`config.mk`:
```
export PLATFORM = sky130hd
export DESIGN_NAME = counted_key_set_table_core
export DESIGN_NICKNAME = d
export VERILOG_FILES = /design/src/rtl/ckst_pkg.sv /design/src/rtl/counted_key_set_table_core.sv /design/src/rtl/ckst_cell.sv
export SDC_FILE = /design/constraint.sdc
export NUM_CORES = 2
export LEC_CHECK = 0
export ABC_AREA = 1
export BUFFER_PORTS_ARGS = -buffer_cell sky130_fd_sc_hd__buf_4
export CELL_PAD_IN_SITES_DETAIL_PLACEMENT = 1
export CELL_PAD_IN_SITES_GLOBAL_PLACEMENT = 1
export CORE_MARGIN = 2
export CORE_UTILIZATION = 24
export DETAILED_ROUTE_END_ITERATION = 8
export PLACE_DENSITY = 0.56
export REMOVE_ABC_BUFFERS = 1
export SLEW_MARGIN = 25
export SYNTH_ARGS = -nofsm -noshare
export SYNTH_HDL_FRONTEND = slang
export SYNTH_HIERARCHICAL = 1
export SYNTH_SLANG_ARGS = --single-unit
```
`constraint.sdc`:
```
create_clock -name clk_i -period 2.8 [get_ports clk_i]
set_input_delay 0.14 -clock clk_i [delete_from_list [all_inputs] [get_ports clk_i]]
set_output_delay 0.14 -clock clk_i [all_outputs]
set_load 0.05 [all_outputs]
```
`src/rtl/ckst_pkg.sv`:
```
// Shared types and constants for the counted key set table.
package ckst_pkg;

  localparam int ENTRIES = 16;
  localparam int KEY_W   = 32;
  localparam int CNT_W   = 16;
  localparam int IDX_W   = (ENTRIES > 1) ? $clog2(ENTRIES) : 1;

  typedef enum logic [1:0] {
    ACT_CHECK = 2'd0,
    ACT_PUSH  = 2'd1,
    ACT_PULL  = 2'd2
  } action_e;

  typedef enum logic [1:0] {
    ST_OK        = 2'd0,
    ST_NOT_FOUND = 2'd1,
    ST_FULL      = 2'd2
  } status_e;

  typedef struct packed {
    logic             valid;
    logic [1:0]       action;
    logic [KEY_W-1:0] key;
    logic             hit;
    logic [CNT_W-1:0] count;
    status_e          status;
    logic             free_hit;
    logic [IDX_W-1:0] free_idx;
  } token_t;

endpackage

```
`src/rtl/counted_key_set_table_core.sv`:
```
// Counted key set table: a chain of slot cells walked by one request word.
// Each cell registers the passing word; the tail result is registered into the outputs.
// A new word is taken only while busy is low; the word visits one cell per cycle.
// A claim of a free slot on push is written at the edge the word leaves the chain.
// Reset clears all keys and counts to zero and drops busy and done_o.
// done_o marks each result for one cycle; the receiver cannot stall it.
module counted_key_set_table_core import ckst_pkg::*; (
  input  logic             clk_i,
  input  logic             rst_ni,
  input  logic             start,
  output logic             busy,
  input  logic [1:0]       action_i,
  input  logic [KEY_W-1:0] key_i,
  output logic             done_o,
  output logic [CNT_W-1:0] count_o,
  output logic [1:0]       status_o
);

  token_t           tok [ENTRIES+1];
  logic [ENTRIES-1:0] claim;
  token_t           tail;
  logic             busy_q, busy_d;
  logic             done_q, done_d;
  logic [CNT_W-1:0] count_q, count_d;
  status_e          status_q, status_d;
  logic             do_claim;

  always_comb begin
    tok[0].valid    = start && !busy_q;
    tok[0].action   = action_i;
    tok[0].key      = key_i;
    tok[0].hit      = 1'b0;
    tok[0].count    = '0;
    tok[0].status   = ST_OK;
    tok[0].free_hit = 1'b0;
    tok[0].free_idx = '0;
  end

  assign tail = tok[ENTRIES];

  always_comb begin
    do_claim = 1'b0;
    count_d  = '0;
    status_d = ST_NOT_FOUND;
    if (tail.hit) begin
      count_d  = tail.count;
      status_d = tail.status;
    end else if (tail.action == ACT_PUSH) begin
      if (tail.free_hit) begin
        do_claim = tail.valid;
        count_d  = CNT_W'(1);
        status_d = ST_OK;
      end else begin
        status_d = ST_FULL;
      end
    end
  end

  always_comb begin
    for (int j = 0; j < ENTRIES; j++) begin
      claim[j] = do_claim && (tail.free_idx == IDX_W'(j));
    end
  end

  genvar i;
  generate
    for (i = 0; i < ENTRIES; i++) begin : g_cell
      ckst_cell u_cell (
        .clk_i       (clk_i),
        .rst_ni      (rst_ni),
        .idx_i       (IDX_W'(i)),
        .tok_i       (tok[i]),
        .claim_i     (claim[i]),
        .claim_key_i (tail.key),
        .tok_o       (tok[i+1])
      );
    end
  endgenerate

  always_comb begin
    busy_d = busy_q;
    if (tok[0].valid) begin
      busy_d = 1'b1;
    end else if (tail.valid) begin
      busy_d = 1'b0;
    end
    done_d = tail.valid;
  end

  always_ff @(posedge clk_i or negedge rst_ni) begin
    if (!rst_ni) begin
      busy_q <= 1'b0;
      done_q <= 1'b0;
    end else begin
      busy_q <= busy_d;
      done_q <= done_d;
    end
  end

  always_ff @(posedge clk_i) begin
    if (tail.valid) begin
      count_q  <= count_d;
      status_q <= status_d;
    end
  end

  assign busy     = busy_q;
  assign done_o   = done_q;
  assign count_o  = count_q;
  assign status_o = status_q;

`ifndef ASSERT_OFF
  a_done_idle: assert property (@(posedge clk_i) disable iff (!rst_ni)
    done_o |-> !busy) else $error("result shown while busy");
  a_accept_busy: assert property (@(posedge clk_i) disable iff (!rst_ni)
    (start && !busy) |=> busy) else $error("busy not raised after accept");
  a_done_single: assert property (@(posedge clk_i) disable iff (!rst_ni)
    done_o |=> !done_o) else $error("result strobe repeated");
  a_full_zero: assert property (@(posedge clk_i) disable iff (!rst_ni)
    (done_o && (status_o == ST_FULL)) |-> (count_o == '0))
    else $error("full result with nonzero count");
`endif

endmodule

```
`src/rtl/ckst_cell.sv`:
```
// One table slot: holds a key and count, serves the passing request word.
module ckst_cell import ckst_pkg::*; (
  input  logic             clk_i,
  input  logic             rst_ni,
  input  logic [IDX_W-1:0] idx_i,
  input  token_t           tok_i,
  input  logic             claim_i,
  input  logic [KEY_W-1:0] claim_key_i,
  output token_t           tok_o
);

  logic [KEY_W-1:0] key_q, key_d;
  logic [CNT_W-1:0] cnt_q, cnt_d;
  token_t           tok_d;
  logic             match;

  assign match = tok_i.valid && !tok_i.hit && (key_q == tok_i.key);

  always_comb begin
    key_d = key_q;
    cnt_d = cnt_q;
    tok_d = tok_i;
    if (match) begin
      tok_d.hit    = 1'b1;
      tok_d.status = ST_OK;
      case (tok_i.action)
        ACT_PUSH: begin
          if (cnt_q != '1) begin
            cnt_d = cnt_q + CNT_W'(1);
          end
          tok_d.count = cnt_d;
        end
        ACT_PULL: begin
          if (cnt_q != '0) begin
            cnt_d       = cnt_q - CNT_W'(1);
            tok_d.count = cnt_d;
          end else begin
            key_d        = '0;
            tok_d.count  = '0;
            tok_d.status = ST_NOT_FOUND;
          end
        end
        default: begin
          tok_d.count = cnt_q;
        end
      endcase
    end
    if (tok_i.valid && !tok_i.free_hit && (cnt_q == '0)) begin
      tok_d.free_hit = 1'b1;
      tok_d.free_idx = idx_i;
    end
    if (claim_i) begin
      key_d = claim_key_i;
      cnt_d = CNT_W'(1);
    end
  end

  always_ff @(posedge clk_i or negedge rst_ni) begin
    if (!rst_ni) begin
      key_q <= '0;
      cnt_q <= '0;
      tok_o <= '0;
    end else begin
      key_q <= key_d;
      cnt_q <= cnt_d;
      tok_o <= tok_d;
    end
  end

endmodule

```
==> impl_table.tex <==
\begin{tabular}{lr}
\hline
Metric & Value \\
\hline
\multicolumn{2}{l}{\textbf{Die}} \\
\quad Height of the die & 662 um \\
\quad Core ar. & 431000 um\^{}2 \\
\quad Die X & 662 um \\
\quad Num ports & 57 \\
\quad Initial core utilization & 0.241 \\
\quad Num rows & 241 \\
\quad Die footprint & 438000 um\^{}2 \\
\multicolumn{2}{l}{\textbf{Yosys}} \\
\quad Cell taking the most area after synthesis & dfrtp\_1 \\
\quad Number of distinct library cells after synthesis & 44 \\
\quad Area fraction of the dominant cell type after synthesis & 0.413 \\
\quad Post-synthesis average cell area & 7.19 um\^{}2 \\
\quad Adder-cell share of the synthesized area & 0.00771 \\
\quad Dominant cells by area after synthesis & dfrtp\_1, nand2\_1, nand3\_1, nor2\_1, inv\_1 \\
\quad Number of storage elements in the synthesis netlist & 1732 \\
\quad Mux contribution to synthesized area & 0.00694 \\
\quad Post-synthesis async set-or-reset flop share & 0.990 \\
\quad Synthesized cell area & 104000 um\^{}2 \\
\quad Synthesized-area fraction occupied by and/or/nand/nor cells & 0.415 \\
\quad YS warnings & 6 \\
\quad Post-synthesis share of cell area spent on xor and xnor gates & 0.0410 \\
\quad Proportion of synthesized chip area in sequential cells & 0.418 \\
\quad Number of enable-type register cells in the synthesized netlist & 18 \\
\quad Synthesized instance count & 14500 \\
\quad Leading register cell type out of synthesis & dfrtp\_1 \\
\quad Dominant combinational cell family by area after synthesis & simple AND/OR/NAND/NOR gates \\
\quad Compound-cell area share of the yosys netlist & 0.0244 \\
\multicolumn{2}{l}{\textbf{Drt}} \\
\quad DRC marker count from the first detailed-route iteration & 6380 \\
\quad Via count & 93700 \\
\quad Remaining antenna violation count after routing & 0 \\
\quad TritonRoute pass-1 iters & 6 \\
\quad Ratio of routed vias to standard cells & 4.57 \\
\quad Average wire per cell in the routed design & 20.8 um \\
\quad Routed Wire Length & 426 mm \\
\quad Remaining DRCs & 0 \\
\multicolumn{2}{l}{\textbf{Layout}} \\
\quad Final standard cell count with taps included and fillers excluded & 20500 \\
\quad Area Growth Syn to Fin & 14.8\% \\
\quad Number of inserted filler cells in the final layout & 52900 \\
\quad Fraction of layout instances using a drive strength above 1 & 0.106 \\
\quad Layout net count & 14700 \\
\quad Summed area of non-filler cells in the final layout & 119000 um\^{}2 \\
\multicolumn{2}{l}{\textbf{Critical path}} \\
\quad CP arrival & 3.41 ns \\
\quad Buffering stage count on the worst path with inverters included & 3 \\
\quad Maximum fanout along the worst path & 14 \\
\quad List of cells traversed by the critical path & nor2\_1 -> buf\_4 -> nand2\_1 -> nor2\_4 -> inv\_2 -> a31oi\_4 -> buf\_4 -> nand3\_1 -> nand2\_1 \\
\quad Top Family by Delay on Critical Path & simple AND/OR/NAND/NOR gates \\
\quad Critical path required time & 3.62 ns \\
\quad Slowest cell on the critical path & nor2\_1 \\
\quad Launching element type of the critical path & flip-flop \\
\quad CP endpoint kind & flip-flop \\
\quad Category of the most critical setup path & reg -> reg \\
\quad Largest incremental delay on the critical path & 0.48 ns \\
\multicolumn{2}{l}{\textbf{Global route}} \\
\quad Antenna violations before repair & 15 \\
\quad Overflow left after global routing & 0 \\
\quad Wire length of the first global-routing pass & 638 mm \\
\quad Vias in the first global route & 95700 \\
\quad Global router's overall resource usage & 0.192 \\
\quad Largest net degree at the start of global routing & 111 \\
\multicolumn{2}{l}{\textbf{STA}} \\
\quad Final hold violation count & 0 \\
\quad Fin Setup TNS & 0 ns \\
\quad Setup Skew & 0.0419 ns \\
\quad Number of pins with negative max-slew slack in the final report & 0 \\
\quad Setup repair after global routing missed its margin & false \\
\quad Slew margin rel. & 0.305 \\
\quad Hold slack final & 0.0773 ns \\
\quad Transition time of the tightest slew-check pin & 1.04 ns \\
\quad Fmax & 387 MHz \\
\quad Post-layout minimum cycle time & 2.58 ns \\
\quad Final setup vio count & 0 \\
\quad Fin crit share & 0.923 \\
\multicolumn{2}{l}{\textbf{CTS}} \\
\quad Clock buffer depth & 4 \\
\quad Post-CTS Setup Repair Bufs & 0 \\
\quad CTS tree & built \\
\quad H-tree Lvls & 4 \\
\quad Sinks on Clock Net & 1732 \\
\quad Number of buffers inserted during clock tree synthesis & 202 \\
\quad Root Buffer Master & clkbuf\_16 \\
\quad Source-to-sink clock delay at the later pin of the worst-skew pair & 0.92 ns \\
\quad CTS clk-pin slew, worst paths & 0.06 ns \\
\multicolumn{2}{l}{\textbf{Placed design}} \\
\quad Post-detailed-placement cell area & 111000 um\^{}2 \\
\quad Input/output buffers & 56 \\
\quad HPWL after DPL & 323 mm \\
\quad DP Cell Count & 20100 \\
\quad RePlAce Congestion & 0.891 \\
\multicolumn{2}{l}{\textbf{Job}} \\
\quad Total of max-cap violations & 0 \\
\multicolumn{2}{l}{\textbf{Pwr}} \\
\quad Max IR drop VDD & 445 uV \\
\quad Static leakage & 59.9 nW \\
\quad Power per unit of standard cell area & 506 nW/um\^{}2 \\
\multicolumn{2}{l}{\textbf{Run status}} \\
\quad Outcome & complete, no violations \\
\multicolumn{2}{l}{\textbf{Hold path}} \\
\quad Type of the tightest min-delay check & in -> async \\
\hline
\end{tabular}
-- per-stage QoR --
| stage | utilization | setup slack, ns | power, mW |
|---|---|---|---|
| 2_1_floorplan | - | -1.88 | 28.9 |
| 3_3_place_gp | 0.258 | 0.377 | 31.9 |
| 3_5_place_dp | 0.258 | 0.303 | 32.0 |
| 4_1_cts | 0.277 | 0.249 | 61.3 |
| 5_1_grt | 0.277 | 0.121 | 62.6 |
| 6_report | 0.277 | 0.216 | 60.3 |
-- kinds of logic (layout without fill, tap and decap cells) --
kind of cell | count (synthesis) | count (layout)
compound gates | 405 | 405
buf+inv | 1965 | 2236
simple gates | 9732 | 9732
flops | 1732 | 1732
other cells | 2 | 92
fa+ha+maj | 64 | 64
xor+xnor | 486 | 486
mux | 64 | 64
-- power by group --
part | switching, mW | total (mW) | internal, mW
sequential | 1.14 | 26.9 | 25.8
combinational | 3.20 | 4.63 | 1.43
clock | 12.0 | 28.8 | 16.8
total | 16.3 | 60.3 | 44.0
-- what timing repair did --
item,CTS,global route
endpoints found under the hold margin,1632,0
endpoints found under the setup margin,0,0
hold buffers,71,0
gates resized for setup,0,0
-- Yosys cell counts, types with 2 or more instances --
cell type	number
nand3_2	264
clkinv_1	11
mux2_1	4
clkbuf_1	143
buf_2	168
nand2_2	82
a21oi_1	44
nand3_1	1779
nand3_4	24
xnor2_1	238
mux2_2	60
nand2_4	38
ha_1	64
or2_2	12
xor2_1	248
a21oi_2	7
inv_1	1275
nand4_4	2
a31oi_4	16
nand3b_2	7
inv_4	24
o21ai_0	228
nor2_8	2
and2_1	92
nand2_1	5464
nor3_1	81
conb_1	2
buf_4	63
nor2_1	1469
inv_2	61
o211ai_1	88
nand3b_1	32
edfxtp_1	18
and3_1	15
nand4_1	216
o21ai_1	22
dfrtp_1	1714
nor2_2	87
buf_6	141
buf_1	78
nor2_4	64
-- worst paths after layout --
path	startpoint	slack, ns	to	cells after the start
worst min register to register	g_cell[4].u_cell/tok_o[31]	0.38	g_cell[5].u_cell/tok_o[31]	0
worst min-delay path	rst_ni	0.08	g_cell[10].u_cell/cnt_q[11]	3
worst max-delay path	g_cell[15].u_cell/tok_o[2]	0.22	g_cell[1].u_cell/cnt_q[6]	9
worst max register to register	g_cell[15].u_cell/tok_o[2]	0.22	g_cell[1].u_cell/cnt_q[6]	9
min in group clk_i	start	0.27	busy	4
max in group asynchronous	rst_ni	1.90	g_cell[4].u_cell/cnt_q[11]	4
-- layer usage --
metal  global-route usage  vias up  routed length (um)  part of all wire
met2                0.332     1277              206000              0.48
met5                    0        -                  13          0.000031
met4               0.0551        2               13000             0.030
met1                0.255    46500              195000              0.46
met3               0.0165      455               12300             0.029
li1                     -    45500                   -                 -
-- sequential cells by signal (all words and copies together), names as in the netlist --
register and cells:
done_o 1, count_o 16, g_cell.u_cell/cnt_q 256, g_cell.u_cell/key_q 512
status_o 2, g_cell.u_cell/tok_o 944, busy 1
-- area by class of cell --
class	count	area, um^2	share of cell area
flip-flops and latches	1732	43500	0.365
inverters	1372	5210	0.0437
multi-input cells	10800	51900	0.435
repair buffers	494	4370	0.0367
well taps	5710	7140	0.0600
diodes	3	7.51	0.0000630
clock buffers	253	5540	0.0465
clock inverters	117	1550	0.0130
-- tightest hold or removal path: stages --
cell and delay (ns):
dlygate4sd3_1 0.62, buf_16 0.33, buf_16 0.25
-- placed cells by master (no fill, tap or decap), types with 36 or more instances in the layout --
master	instances
a21oi_1	44
and2_1	92
buf_12	36
buf_4	386
clkbuf_16	203
conb_1	89
dfrtp_1	1682
dlygate4sd3_1	70
ha_1	64
inv_1	1275
inv_2	62
mux2_2	60
nand2_1	5464
nand2_2	82
nand2_4	38
nand3_1	1779
nand3_2	264
nand4_1	216
nor2_1	1463
nor2_2	78
nor2_4	79
nor3_1	81
o211ai_1	88
o21ai_0	228
xnor2_1	238
xor2_1	248
(Power assumes the default switching activity.)
